--- config.mk ---
export PLATFORM = sky130hd
export DESIGN_NAME = brl_ctrl
export DESIGN_NICKNAME = d
export VERILOG_FILES = /design/src/rtl/brl_pkg.sv /design/src/rtl/brl_ctrl.sv
export SDC_FILE = /design/constraint.sdc
export NUM_CORES = 1
export LEC_CHECK = 0
export ABC_AREA = 0
export BUFFER_PORTS_ARGS = -buffer_cell sky130_fd_sc_hd__clkbuf_2
export CORE_AREA = 4 4 41 43
export CTS_CLUSTER_SIZE = 30
export DETAILED_ROUTE_END_ITERATION = 16
export DIE_AREA = 0 0 45 47
export PLACE_DENSITY = 0.38
export SLEW_MARGIN = 30
export SYNTH_ARGS = -nofsm -noshare
export SYNTH_HDL_FRONTEND = slang
export SYNTH_SLANG_ARGS = --single-unit
--- constraint.sdc ---
create_clock -name i_clk -period 1.1 [get_ports i_clk]
set_clock_uncertainty 0.05 [all_clocks]
set_input_delay 0.22 -clock i_clk [delete_from_list [all_inputs] [get_ports i_clk]]
set_output_delay 0.22 -clock i_clk [all_outputs]
set_load 0.1 [all_outputs]
--- src/rtl/brl_pkg.sv ---
// ----------------------------------------------------------------------------
// brl_pkg
// Shared types and constants of the box region lookup block: field widths,
// stream packing offsets, register indexes and controller/datapath structs.
// ----------------------------------------------------------------------------
`default_nettype none

package brl_pkg;

    // table size default
    localparam int MAX_REGIONS_DEF = 64;

    // field widths
    localparam int IDX_W    = 6;
    localparam int COORD_W  = 16;
    localparam int REACH_W  = 15;
    localparam int MARGIN_W = 10;
    localparam int CNT_W    = 7;

    // configuration port
    localparam int CFG_IDX_W  = 1;
    localparam int CFG_DATA_W = 15;
    localparam logic [CFG_IDX_W-1:0] CFG_LOCATION_COUNT = 1'd0;
    localparam logic [CFG_IDX_W-1:0] CFG_DEFAULT_REACH  = 1'd1;
    localparam logic [REACH_W-1:0]   DEFAULT_REACH_RESET = 15'd1500;

    // request kinds carried in tuser
    localparam logic REQ_WRITE = 1'b0;
    localparam logic REQ_QUERY = 1'b1;

    // input tdata packing, lowest field first
    localparam int OFS_IDX    = 0;
    localparam int OFS_CX     = OFS_IDX + IDX_W;
    localparam int OFS_CY     = OFS_CX + COORD_W;
    localparam int OFS_CZ     = OFS_CY + COORD_W;
    localparam int OFS_RX     = OFS_CZ + COORD_W;
    localparam int OFS_RY     = OFS_RX + REACH_W;
    localparam int OFS_RZ     = OFS_RY + REACH_W;
    localparam int OFS_PX     = OFS_RZ + REACH_W;
    localparam int OFS_PY     = OFS_PX + COORD_W;
    localparam int OFS_PZ     = OFS_PY + COORD_W;
    localparam int OFS_MARGIN = OFS_PZ + COORD_W;
    localparam int S_USED_W   = OFS_MARGIN + MARGIN_W;
    localparam int S_TDATA_W  = ((S_USED_W + 7) / 8) * 8;
    localparam int M_TDATA_W  = ((IDX_W + 7) / 8) * 8;

    // one unpacked request
    typedef struct packed {
        logic [IDX_W-1:0]    entry_index;
        logic [COORD_W-1:0]  center_x;
        logic [COORD_W-1:0]  center_y;
        logic [COORD_W-1:0]  center_z;
        logic [REACH_W-1:0]  reach_x;
        logic [REACH_W-1:0]  reach_y;
        logic [REACH_W-1:0]  reach_z;
        logic [COORD_W-1:0]  point_x;
        logic [COORD_W-1:0]  point_y;
        logic [COORD_W-1:0]  point_z;
        logic [MARGIN_W-1:0] margin;
    } t_req;

    // controller to datapath
    typedef struct packed {
        logic wr_en;
        logic q_load;
        logic scan;
        logic res_load;
        logic res_found;
        logic out_load;
    } t_cmd;

    // datapath to controller
    typedef struct packed {
        logic cnt_zero;
        logic hit;
        logic last;
    } t_status;

endpackage

`default_nettype wire

--- src/rtl/brl_ctrl.sv ---
// ----------------------------------------------------------------------------
// brl_ctrl
// Sequencer of the lookup: accepts requests, walks the table scan and moves
// the finished result into the output register.
// ----------------------------------------------------------------------------
`default_nettype none

module brl_ctrl (
    input  wire                   i_clk,
    input  wire                   i_rst_n,
    input  wire                   i_req_valid,
    input  wire                   i_req_type,
    output logic                  o_req_ready,
    output logic                  o_out_valid,
    input  wire                   i_out_ready,
    input  wire brl_pkg::t_status i_status,
    output brl_pkg::t_cmd         o_cmd
);
    import brl_pkg::*;

    localparam logic [1:0] ST_IDLE = 2'd0;
    localparam logic [1:0] ST_SCAN = 2'd1;
    localparam logic [1:0] ST_DONE = 2'd2;

    logic [1:0] r_state, n_state;
    logic       r_out_valid, n_out_valid;

    // next state and commands
    always_comb begin
        n_state     = r_state;
        o_cmd       = '0;
        o_req_ready = 1'b0;
        unique case (r_state)
            ST_IDLE: begin
                o_req_ready = 1'b1;
                if (i_req_valid) begin
                    if (i_req_type == REQ_WRITE) begin
                        o_cmd.wr_en = 1'b1;
                    end else begin
                        o_cmd.q_load = 1'b1;
                        if (i_status.cnt_zero) begin
                            o_cmd.res_load = 1'b1;
                            n_state        = ST_DONE;
                        end else begin
                            n_state = ST_SCAN;
                        end
                    end
                end
            end
            ST_SCAN: begin
                o_cmd.scan = 1'b1;
                if (i_status.hit) begin
                    o_cmd.res_load  = 1'b1;
                    o_cmd.res_found = 1'b1;
                    n_state         = ST_DONE;
                end else if (i_status.last) begin
                    o_cmd.res_load = 1'b1;
                    n_state        = ST_DONE;
                end
            end
            ST_DONE: begin
                if (!r_out_valid || i_out_ready) begin
                    o_cmd.out_load = 1'b1;
                    n_state        = ST_IDLE;
                end
            end
            default: begin
                n_state = ST_IDLE;
            end
        endcase
    end

    // output register occupancy
    always_comb begin
        if (o_cmd.out_load) begin
            n_out_valid = 1'b1;
        end else if (i_out_ready) begin
            n_out_valid = 1'b0;
        end else begin
            n_out_valid = r_out_valid;
        end
    end

    always_ff @(posedge i_clk) begin
        if (!i_rst_n) begin
            r_state     <= ST_IDLE;
            r_out_valid <= 1'b0;
        end else begin
            r_state     <= n_state;
            r_out_valid <= n_out_valid;
        end
    end

    assign o_out_valid = r_out_valid;

endmodule

`default_nettype wire

# Word level (Yosys, flattened, before mapping)
# Cells that the tools add are included.
dict set report word_totals {
  output_inout_bits 8
  in_bits 8
  word_cells 38
  reg_bits 3
}
dict set report op_classes {
  n_reduce_logical 5
  n_eq_ne 6
  mux 25
}
# cell n
set op_table {}
lappend op_table {{$mux W2} 8}
lappend op_table {{$mux W1} 15}
lappend op_table {{$ne A2 B2 Y1 const B} 3}
lappend op_table {{$pmux W2 S3} 1}
lappend op_table {{$reduce_and A4 Y1} 1}
lappend op_table {{$ne A3 B3 Y1 const B} 1}
lappend op_table {{$eq A2 B1 Y1 const B} 1}
lappend op_table {{$eq A2 B2 Y1 const B} 1}
lappend op_table {{$logic_not A2 Y1} 1}
lappend op_table {{$pmux W1 S2} 1}
lappend op_table {{$reduce_bool A2 Y1} 1}
lappend op_table {{$logic_not A1 Y1} 1}
lappend op_table {{$logic_or A1 B1 Y1} 1}

# Logic depth before layout (Yosys ltp)
# Gate-level depths: netlist of the first run.
dict set report depth {
  depth_word 5
  mapped_depth 3
  mapped_depth_nobuf 3
}

# Least setup slack after synthesis of the first run
# OpenSTA, ideal clock, no wires.
dict set report synth_timing {
  kind {flip-flop to output port}
  start {reg r_state[0]}
  end {out o_cmd[5] (netlist name)}
  path_stages_with_launch 4
  t_required_ns 0.830
  t_arrival_ns 3.089
  slack_ns -2.259
  path_buffers 0
  cell_sequence {dfxtp_1 nor2_1 nand2_1 nor2_1}
}
# element line_no
set synth_lines {}
lappend synth_lines {{start, declared} brl_ctrl.sv:25} ;# logic [1:0] r_state, n_state;
lappend synth_lines {{start signal, assigned} brl_ctrl.sv:89} ;# r_state <= n_state;
lappend synth_lines {{end, declared} brl_ctrl.sv:17} ;# output brl_pkg::t_cmd o_cmd

# Final worst setup path of the first run
dict set report layout_timing {
  start {reg r_state[0]}
  end {out o_req_ready}
}
dict set report layout_via {
  elab_chain_cells 2
}
# element line_no
set layout_lines {}
lappend layout_lines {{$logic_not A2 Y1} brl_ctrl.sv:33} ;# unique case (r_state)
lappend layout_lines {{$mux W1} brl_ctrl.sv:33}
lappend layout_lines {{end, declared} brl_ctrl.sv:13} ;# output logic o_req_ready,
# No other way between the ends.

==> impl_metrics.tcl, run 1 <==
set metrics [dict create \
    dieArea_um2 2120 \
    first_pass_iters 4 \
    grt_start_max_net_pins 5 \
    postSynthCellCount 24 \
    ys_top_cells_by_area "dfxtp_1, nor2_1, nand2b_1, nor2b_1, a32oi_1" \
    synth_edf_count 0 \
    dieHeight_um 47 \
    core_um2 1300 \
    yosysMostFrequentCell "nor2_1" \
    setup_ws_ns -0.332 \
    p_per_area_nw_per_um2 1020 \
    peakVddDrop_mv 0.390 \
    area_delta_synth_final_pct 215 \
    hold_class "in2reg" \
    cts_buffers 3 \
    synth.distinct_cells 16 \
    holdWs_ns 0.189 \
    gp_congestion 0.765 \
    antenna_found_initial 0 \
    num-nets-final 60 \
    grt_pass1_vias 261 \
    finalPower_mw 0.564 \
    post-route-period-util_pct 130 \
    maxCapViolations 0 \
    start_util_pct 13.5 \
    yosysTopAreaCell "dfxtp_1" \
    status "finished, violations left" \
    fp.dieW_um 45 \
    cp-end-kind "output pin" \
    viasPerCell 3.91 \
    post-dp-hpwl_um 538 \
    synthFlopType "dfxtp_1" \
    multiInputGateArea_um2 158 \
    synth_area_um2 175 \
    synth_nets 32 \
    worst_pin_slew_ns 0.180 \
    setup_viol 7 \
    synthTopCellsByCount "nor2_1, dfxtp_1, nand2_1, nand2b_1, nor2b_1" \
    syn_area_per_cell_um2 7.30 \
    wl_um 667 \
    routedWlPerCell_um 10.1 \
    vias 258 \
    grt_pass1_wl_um 1140 \
    violations "negative setup slack" \
    critPathKind "reg2out" \
    ys_async_sr_fraction_pct 0 \
    first_iter_violations 3 \
    drc_errors 0 \
    std_cell_rows 13 \
    arrival_ns 1.16 \
    fill_cells 133 \
    gr-usage-all-layers_pct 8.12 \
    fmax_ghz 0.698 \
    yosysTopAreaCellShare_pct 34.3 \
    crit_fanout 4 \
    slew_viol_final 0 \
    antenna_left 0 \
    ys_seq_area_share_pct 34.3 \
    clock_path_buffers 2 \
    fin_setup_tns_ns -2.01 \
    rsz0062_at_grt "yes" \
    cts_tree "yes" \
    register_area_um2 71.3 \
    portBuffers 15 \
    path_clk_slew_ns 0.04 \
    ys_warn_count 0 \
    antennaDiodeCount 0 \
    hold_viol 0 \
    finalCriticalPeriod_ns 1.43 \
    synth-seq-cells 3 \
    slew_headroom_pct 88.0 \
    required_ns 0.83 \
    gr-total-overflow 0 \
    utilization_pct 42.4 \
    clkSinkCount 3 \
    cts_root_buf "clkbuf_4" \
    power_leakage_nw 0.252 \
    insertion_delay_ns 0.23 \
    drive_gt1_share_pct 78.4 \
    holdBufCountCts 0 \
    place_ws_ns -0.0961 \
    startpoint_type "flip-flop" \
    htree_levels 1 \
    ioPinCount 16 \
]
area by class of cell:
| type | count | share of cell area [%] |
|---|---|---|
| Timing Repair Buffer | 24 | 49.7 |
| Multi-Input combinational cell | 19 | 28.6 |
| Inverter | 1 | 0.680 |
| Sequential cell | 3 | 12.9 |
| Clock buffer | 4 | 4.76 |
| Tap cell | 15 | 3.40 |
registers in the layout, indices dropped and copies added (netlist names):
| register | count |
|---|---|
| r_state | 2 |
| o_out_valid | 1 |
critical path, stage by stage, from the launching register on:
cell,delay (ns)
dfxtp_4,0.35
nor2_4,0.12
buf_4,0.13
buf_6,0.08
buf_6,0.08
buf_12,0.16
through the flow:
stage / std cells / area [um2]
floorplan: 24 / 248
global placement: 60 / 494
detailed placement: 60 / 494
CTS: 65 / 532
global route: 66 / 552
finish: 66 / 552
cell usage in the layout (no fill, tap or decap), drive strengths merged:
master / Yosys / routed
buf: 1 / 17
clkbuf: 0 / 11
nor2: 4 / 4
dfxtp: 3 / 3
nor2b: 2 / 2
nand2b: 2 / 2
nand2: 2 / 2
and3: 1 / 1
o21ai: 1 / 1
nand4: 1 / 1
and2: 1 / 1
or2: 1 / 1
inv: 1 / 1
a31oi: 1 / 1
a32oi: 1 / 1
nor3: 1 / 1
a21oi: 1 / 1
worst paths after layout:
check,startpoint,end,slack (ns),cells past startpoint
worst max-delay path,r_state[0]$_SDFFE_PN0P_,o_req_ready,-0.33,5
worst min-delay path,i_rst_n,o_out_valid$_SDFFE_PN0P_,0.19,3
worst max register to register,r_state[0]$_SDFFE_PN0P_,r_state[1]$_SDFFE_PN0P_,0.02,3
worst min register to register,r_state[1]$_SDFFE_PN0P_,r_state[0]$_SDFFE_PN0P_,0.43,1
power by group:
| part | total (mW) | switching (mW) | internal, mW | leakage, nW |
|---|---|---|---|---|
| registers | 0.116 | 0.00710 | 0.109 | 0.0267 |
| logic | 0.253 | 0.149 | 0.104 | 0.210 |
| clock network | 0.195 | 0.0588 | 0.136 | 0.0150 |
| total | 0.564 | 0.215 | 0.349 | 0.252 |
metal layers:
metal | routed length (um) | up-vias | GRT usage (%)
li1 | - | 134 | -
met1 | 260 | 113 | 8.37
met2 | 347 | 11 | 11.3
met3 | 60 | 0 | 5.36
met4 | 0 | 0 | 7.02
met5 | 0 | - | 0
what timing repair did:
item                                    4_1_cts  5_1_grt
endpoints found under the setup margin        8        8
pin swaps                                     2        0
cloned                                        0        0
setup buffers                                 1        1
resized for setup                             1        4
kinds of logic after synthesis:
family,count (synthesis),share of synthesized area (%)
compound gates,4,14.3
buf+inv,2,6.43
flops,3,34.3
simple gates,15,45.0
(Power assumes the default switching activity.)
==> run 2, diff against run 1 <==
--- a/config.mk
+++ b/config.mk
@@ -8,10 +8,12 @@
 export ABC_AREA = 0
 export BUFFER_PORTS_ARGS = -buffer_cell sky130_fd_sc_hd__clkbuf_2
 export CORE_AREA = 4 4 41 43
+export CTS_BUF_LIST = sky130_fd_sc_hd__clkbuf_8
 export CTS_CLUSTER_SIZE = 30
 export DETAILED_ROUTE_END_ITERATION = 16
 export DIE_AREA = 0 0 45 47
 export PLACE_DENSITY = 0.38
+export SKIP_CTS_REPAIR_TIMING = 1
 export SLEW_MARGIN = 30
 export SYNTH_ARGS = -nofsm -noshare
 export SYNTH_HDL_FRONTEND = slang
==> impl_metrics.tcl, run 2 (synthesis results as in run 1) <==
set metrics [dict create \
    gr-total-overflow 0 \
    grt_pass1_vias 256 \
    violations "negative setup slack" \
    utilization_pct 43.8 \
    critPathKind "reg2out" \
    status "finished, violations left" \
    antennaDiodeCount 0 \
    peakVddDrop_mv 0.532 \
    worst_pin_slew_ns 0.176 \
    crit_fanout 4 \
    slew_headroom_pct 88.3 \
    clkSinkCount 3 \
    num-nets-final 59 \
    core_um2 1300 \
    required_ns 0.83 \
    startpoint_type "flip-flop" \
    insertion_delay_ns 0.22 \
    ioPinCount 16 \
    p_per_area_nw_per_um2 1190 \
    rsz0062_at_grt "yes" \
    routedWlPerCell_um 10.4 \
    final_cell_mix "buf_12, clkbuf_2, buf_4" \
    area_delta_synth_final_pct 226 \
    first_pass_iters 1 \
    wl_um 678 \
    layout_commonest_cell "buf_12" \
    gr-usage-all-layers_pct 7.89 \
    slew_viol_final 0 \
    arrival_ns 1.14 \
    maxCapViolations 0 \
    cts_root_buf "clkbuf_8" \
    htree_levels 1 \
    antenna_left 0 \
    top_register "r_state" \
    drive_gt1_share_pct 80.0 \
    grt_pass1_wl_um 1100 \
    power_leakage_nw 0.257 \
    drc_errors 0 \
    hold_viol 0 \
    setup_viol 8 \
    viasPerCell 3.97 \
    post-dp-hpwl_um 538 \
    vias 258 \
    fp.dieW_um 45 \
    start_util_pct 13.5 \
    finalCriticalPeriod_ns 1.41 \
    cts_tree "yes" \
    hold_class "in2reg" \
    cp-end-kind "output pin" \
    path_clk_slew_ns 0.03 \
    dpl_cell_area_um2 494 \
    cts_buffers 3 \
    portBuffers 15 \
    finalPower_mw 0.679 \
    dieArea_um2 2120 \
    clock_path_buffers 2 \
    largest_reg_flops 2 \
    setup_ws_ns -0.313 \
    first_iter_violations 0 \
    dieHeight_um 47 \
    grt_start_max_net_pins 5 \
    fmax_ghz 0.707 \
    antenna_found_initial 0 \
    post-route-period-util_pct 128 \
    fin_area_um2 571 \
    std_cell_rows 13 \
    gp_congestion 0.765 \
]
[run 2: layout make-up]
cell class                      instances  area (um2)
Clock inverter                          1        3.75
Clock buffer                            3        41.3
Timing Repair Buffer                   23         259
Tap cell                               15        18.8
Multi-Input combinational cell         19         173
Sequential cell                         3        71.3
Fill cell                             135         731
Inverter                                1        3.75
[run 2: worst paths after layout]
kind	startpoint	endpoint	slack [ns]	cells past startpoint
hold reg to reg	r_state[1]$_SDFFE_PN0P_	r_state[0]$_SDFFE_PN0P_	0.43	1
hold / removal	i_rst_n	r_state[1]$_SDFFE_PN0P_	0.24	3
setup / recovery	r_state[0]$_SDFFE_PN0P_	o_cmd[2]	-0.31	4
setup reg to reg	r_state[0]$_SDFFE_PN0P_	r_state[1]$_SDFFE_PN0P_	-0.01	3
[run 2: per-stage QoR]
stage                     hold WS [ns]  setup slack, ns  cells  TNS, ns
final                            0.239           -0.313     65    -1.79
after global routing             0.248           -0.374     65    -2.16
after CTS                        0.208           -0.332     64    -1.85
after detailed placement         0.434          -0.0961     60   -0.249
after global placement           0.423          -0.0805     60   -0.198
after floorplan                  0.312           -0.690     24    -3.12
[run 2: worst max-delay path: stages (launching register included)]
cell,delay (ns)
dfxtp_4,0.35
nor2_4,0.11
nand4_1,0.17
nand2_4,0.12
buf_12,0.17
[run 2: power breakdown]
part	total, mW	internal, mW	leakage (nW)	switching (mW)
clock network	0.313	0.238	0.0269	0.0752
logic	0.249	0.0997	0.204	0.150
registers	0.116	0.109	0.0267	0.00697
[run 2: metal layers]
layer / GRT usage [%] / part of all wire (%)
met1: 8.14 / 39
met2: 10.7 / 53
met3: 5.36 / 8.6
met4: 7.02 / 0
met5: 0 / 0
==> run 3, diff against run 2 <==
--- a/config.mk
+++ b/config.mk
@@ -7,11 +7,11 @@
 export LEC_CHECK = 0
 export ABC_AREA = 0
 export BUFFER_PORTS_ARGS = -buffer_cell sky130_fd_sc_hd__clkbuf_2
-export CORE_AREA = 4 4 41 43
+export CORE_AREA = 2 2 39 41
 export CTS_BUF_LIST = sky130_fd_sc_hd__clkbuf_8
 export CTS_CLUSTER_SIZE = 30
 export DETAILED_ROUTE_END_ITERATION = 16
-export DIE_AREA = 0 0 45 47
+export DIE_AREA = 0 0 41 43
 export PLACE_DENSITY = 0.38
 export SKIP_CTS_REPAIR_TIMING = 1
 export SLEW_MARGIN = 30
==> impl_metrics.tcl, run 3 (synthesis results as in run 1) <==
set metrics [dict create \
    std_cell_rows 14 \
    multiInputGateArea_um2 161 \
    worst_pin_slew_ns 0.177 \
    largest_reg_flops 2 \
    r2r_slack_ns -0.06 \
    start_util_pct 12.7 \
    top_register "r_state" \
    htree_levels 1 \
    holdPathEnd "r_state[1]$_SDFFE_PN0P_" \
    arrival_ns 1.15 \
    final_cell_mix "buf_12, clkbuf_2, buf_4" \
    grt_pass1_wl_um 979 \
    routedWlPerCell_um 9.97 \
    clock_path_buffers 2 \
    layout_commonest_cell "buf_12" \
    gp_congestion 0.620 \
    maxCapViolations 0 \
    p_per_area_nw_per_um2 1240 \
    required_ns 0.83 \
    grt.met2_usage_pct 9.69 \
    slowest_delay_ns 0.33 \
    portBuffers 15 \
    post-route-period-util_pct 129 \
    gr-usage-all-layers_pct 9.02 \
    crit_fanout 4 \
    rsz0062_at_grt "yes" \
    dieArea_um2 1760 \
    slew_headroom_pct 88.1 \
    fill_cells 149 \
    fmax_ghz 0.703 \
    r2r_cells 5 \
    power_leakage_nw 0.250 \
    fp.dieW_um 41 \
    hold-path-cell-count 3 \
    antenna_left 0 \
    drive_gt1_share_pct 77.6 \
    cp-end-kind "output pin" \
    dieHeight_um 43 \
    clkSinkCount 3 \
    status "finished, violations left" \
    fin_setup_tns_ns -1.97 \
    holdWs_ns 0.214 \
    post-dp-hpwl_um 508 \
    first_iter_violations 0 \
    hp-start "i_rst_n" \
    setup_ws_ns -0.323 \
    cts_tree "yes" \
    hold_viol 0 \
    viasPerCell 4.15 \
    grt_use_met3_pct 4.71 \
    ioPinCount 16 \
    violations "negative setup slack" \
    slew_viol_final 0 \
    area_delta_synth_final_pct 211 \
    place_inst 59 \
    register_area_um2 66.3 \
    vias 270 \
    grt_start_max_net_pins 5 \
    hold_class "in2reg" \
    grt_pass1_vias 244 \
    final_cells 65 \
    crit_buf_inv 2 \
    wl_um 648 \
    antenna_found_initial 0 \
    insertion_delay_ns 0.21 \
    peakVddDrop_mv 0.355 \
    drc_errors 0 \
    startpoint_type "flip-flop" \
    worstPathCellList "nor2_4, buf_4, and3_4, buf_12" \
    first_pass_iters 1 \
    use_met1_pct 11.2 \
    path_clk_slew_ns 0.03 \
    critPathKind "reg2out" \
    path_delay_family "flip-flops" \
    cts_buffers 3 \
    critPathSlowestCell "dfxtp_2" \
    finalCriticalPeriod_ns 1.42 \
    antennaDiodeCount 0 \
    gr-max-usage-layer "met1" \
    gr-total-overflow 0 \
    rr_startpoint "r_state[0]$_SDFFE_PN0P_" \
    setup_viol 8 \
    num-nets-final 58 \
    core_um2 1380 \
    r2r_end "r_state[1]$_SDFFE_PN0P_" \
    cts_root_buf "clkbuf_8" \
]
run 3: changes by cell type in the layout (fill, tap and decap cells not counted), sizes merged:
cell,change
buf,-1
run 3: tightest hold or removal path, cell delays in order:
cell and delay, ns:
clkbuf_2 0.08, inv_1 0.09, a31oi_1 0.05
run 3: final cells by class:
cell class	instances	area share [%]
clock buffer	3	7.59
sequential	3	12.2
clock inverter	1	0.690
tap	16	3.68
multi-input combinational	19	29.7
inverter	1	0.690
timing repair buffer	22	45.5
run 3: power by group:
part           total (mW)  internal (mW)  leakage, nW  switching [mW]
clock               0.309          0.237       0.0269          0.0719
sequential          0.120          0.113       0.0261         0.00680
combinational       0.245         0.0967        0.197           0.148
total               0.674          0.447        0.250           0.227
run 3: stage by stage:
| stage | worst slack (ns) | util (%) | total power, mW | instance area (um2) |
|---|---|---|---|---|
| 6_report | -0.323 | 39.3 | 0.674 | 544 |
| 5_1_grt | -0.358 | 39.3 | 0.707 | 544 |
| 4_1_cts | -0.347 | 38.0 | 0.679 | 526 |
| 3_5_place_dp | -0.113 | 34.7 | 0.359 | 480 |
| 3_3_place_gp | -0.106 | 34.7 | 0.358 | 480 |
| 2_1_floorplan | -0.690 | - | 0.267 | 248 |
run 3: worst max-delay path by stage:
stage,start,endpoint,cells after the start
after global placement,r_state[1]$_SDFFE_PN0P_,o_cmd[2],4
after detailed placement,r_state[1]$_SDFFE_PN0P_,o_cmd[2],4
after CTS,r_state[1]$_SDFFE_PN0P_,o_cmd[2],4
after floorplan,r_state[1]$_SDFFE_PN0P_,o_cmd[5],3
after global routing,r_state[0]$_SDFFE_PN0P_,o_cmd[2],4
final,r_state[0]$_SDFFE_PN0P_,o_cmd[4],4
run 3: per-layer routing:
layer	wire (um)	share of wire (%)
met5	0	0
met4	29	4.5
met3	88	14
met2	287	44
met1	242	37
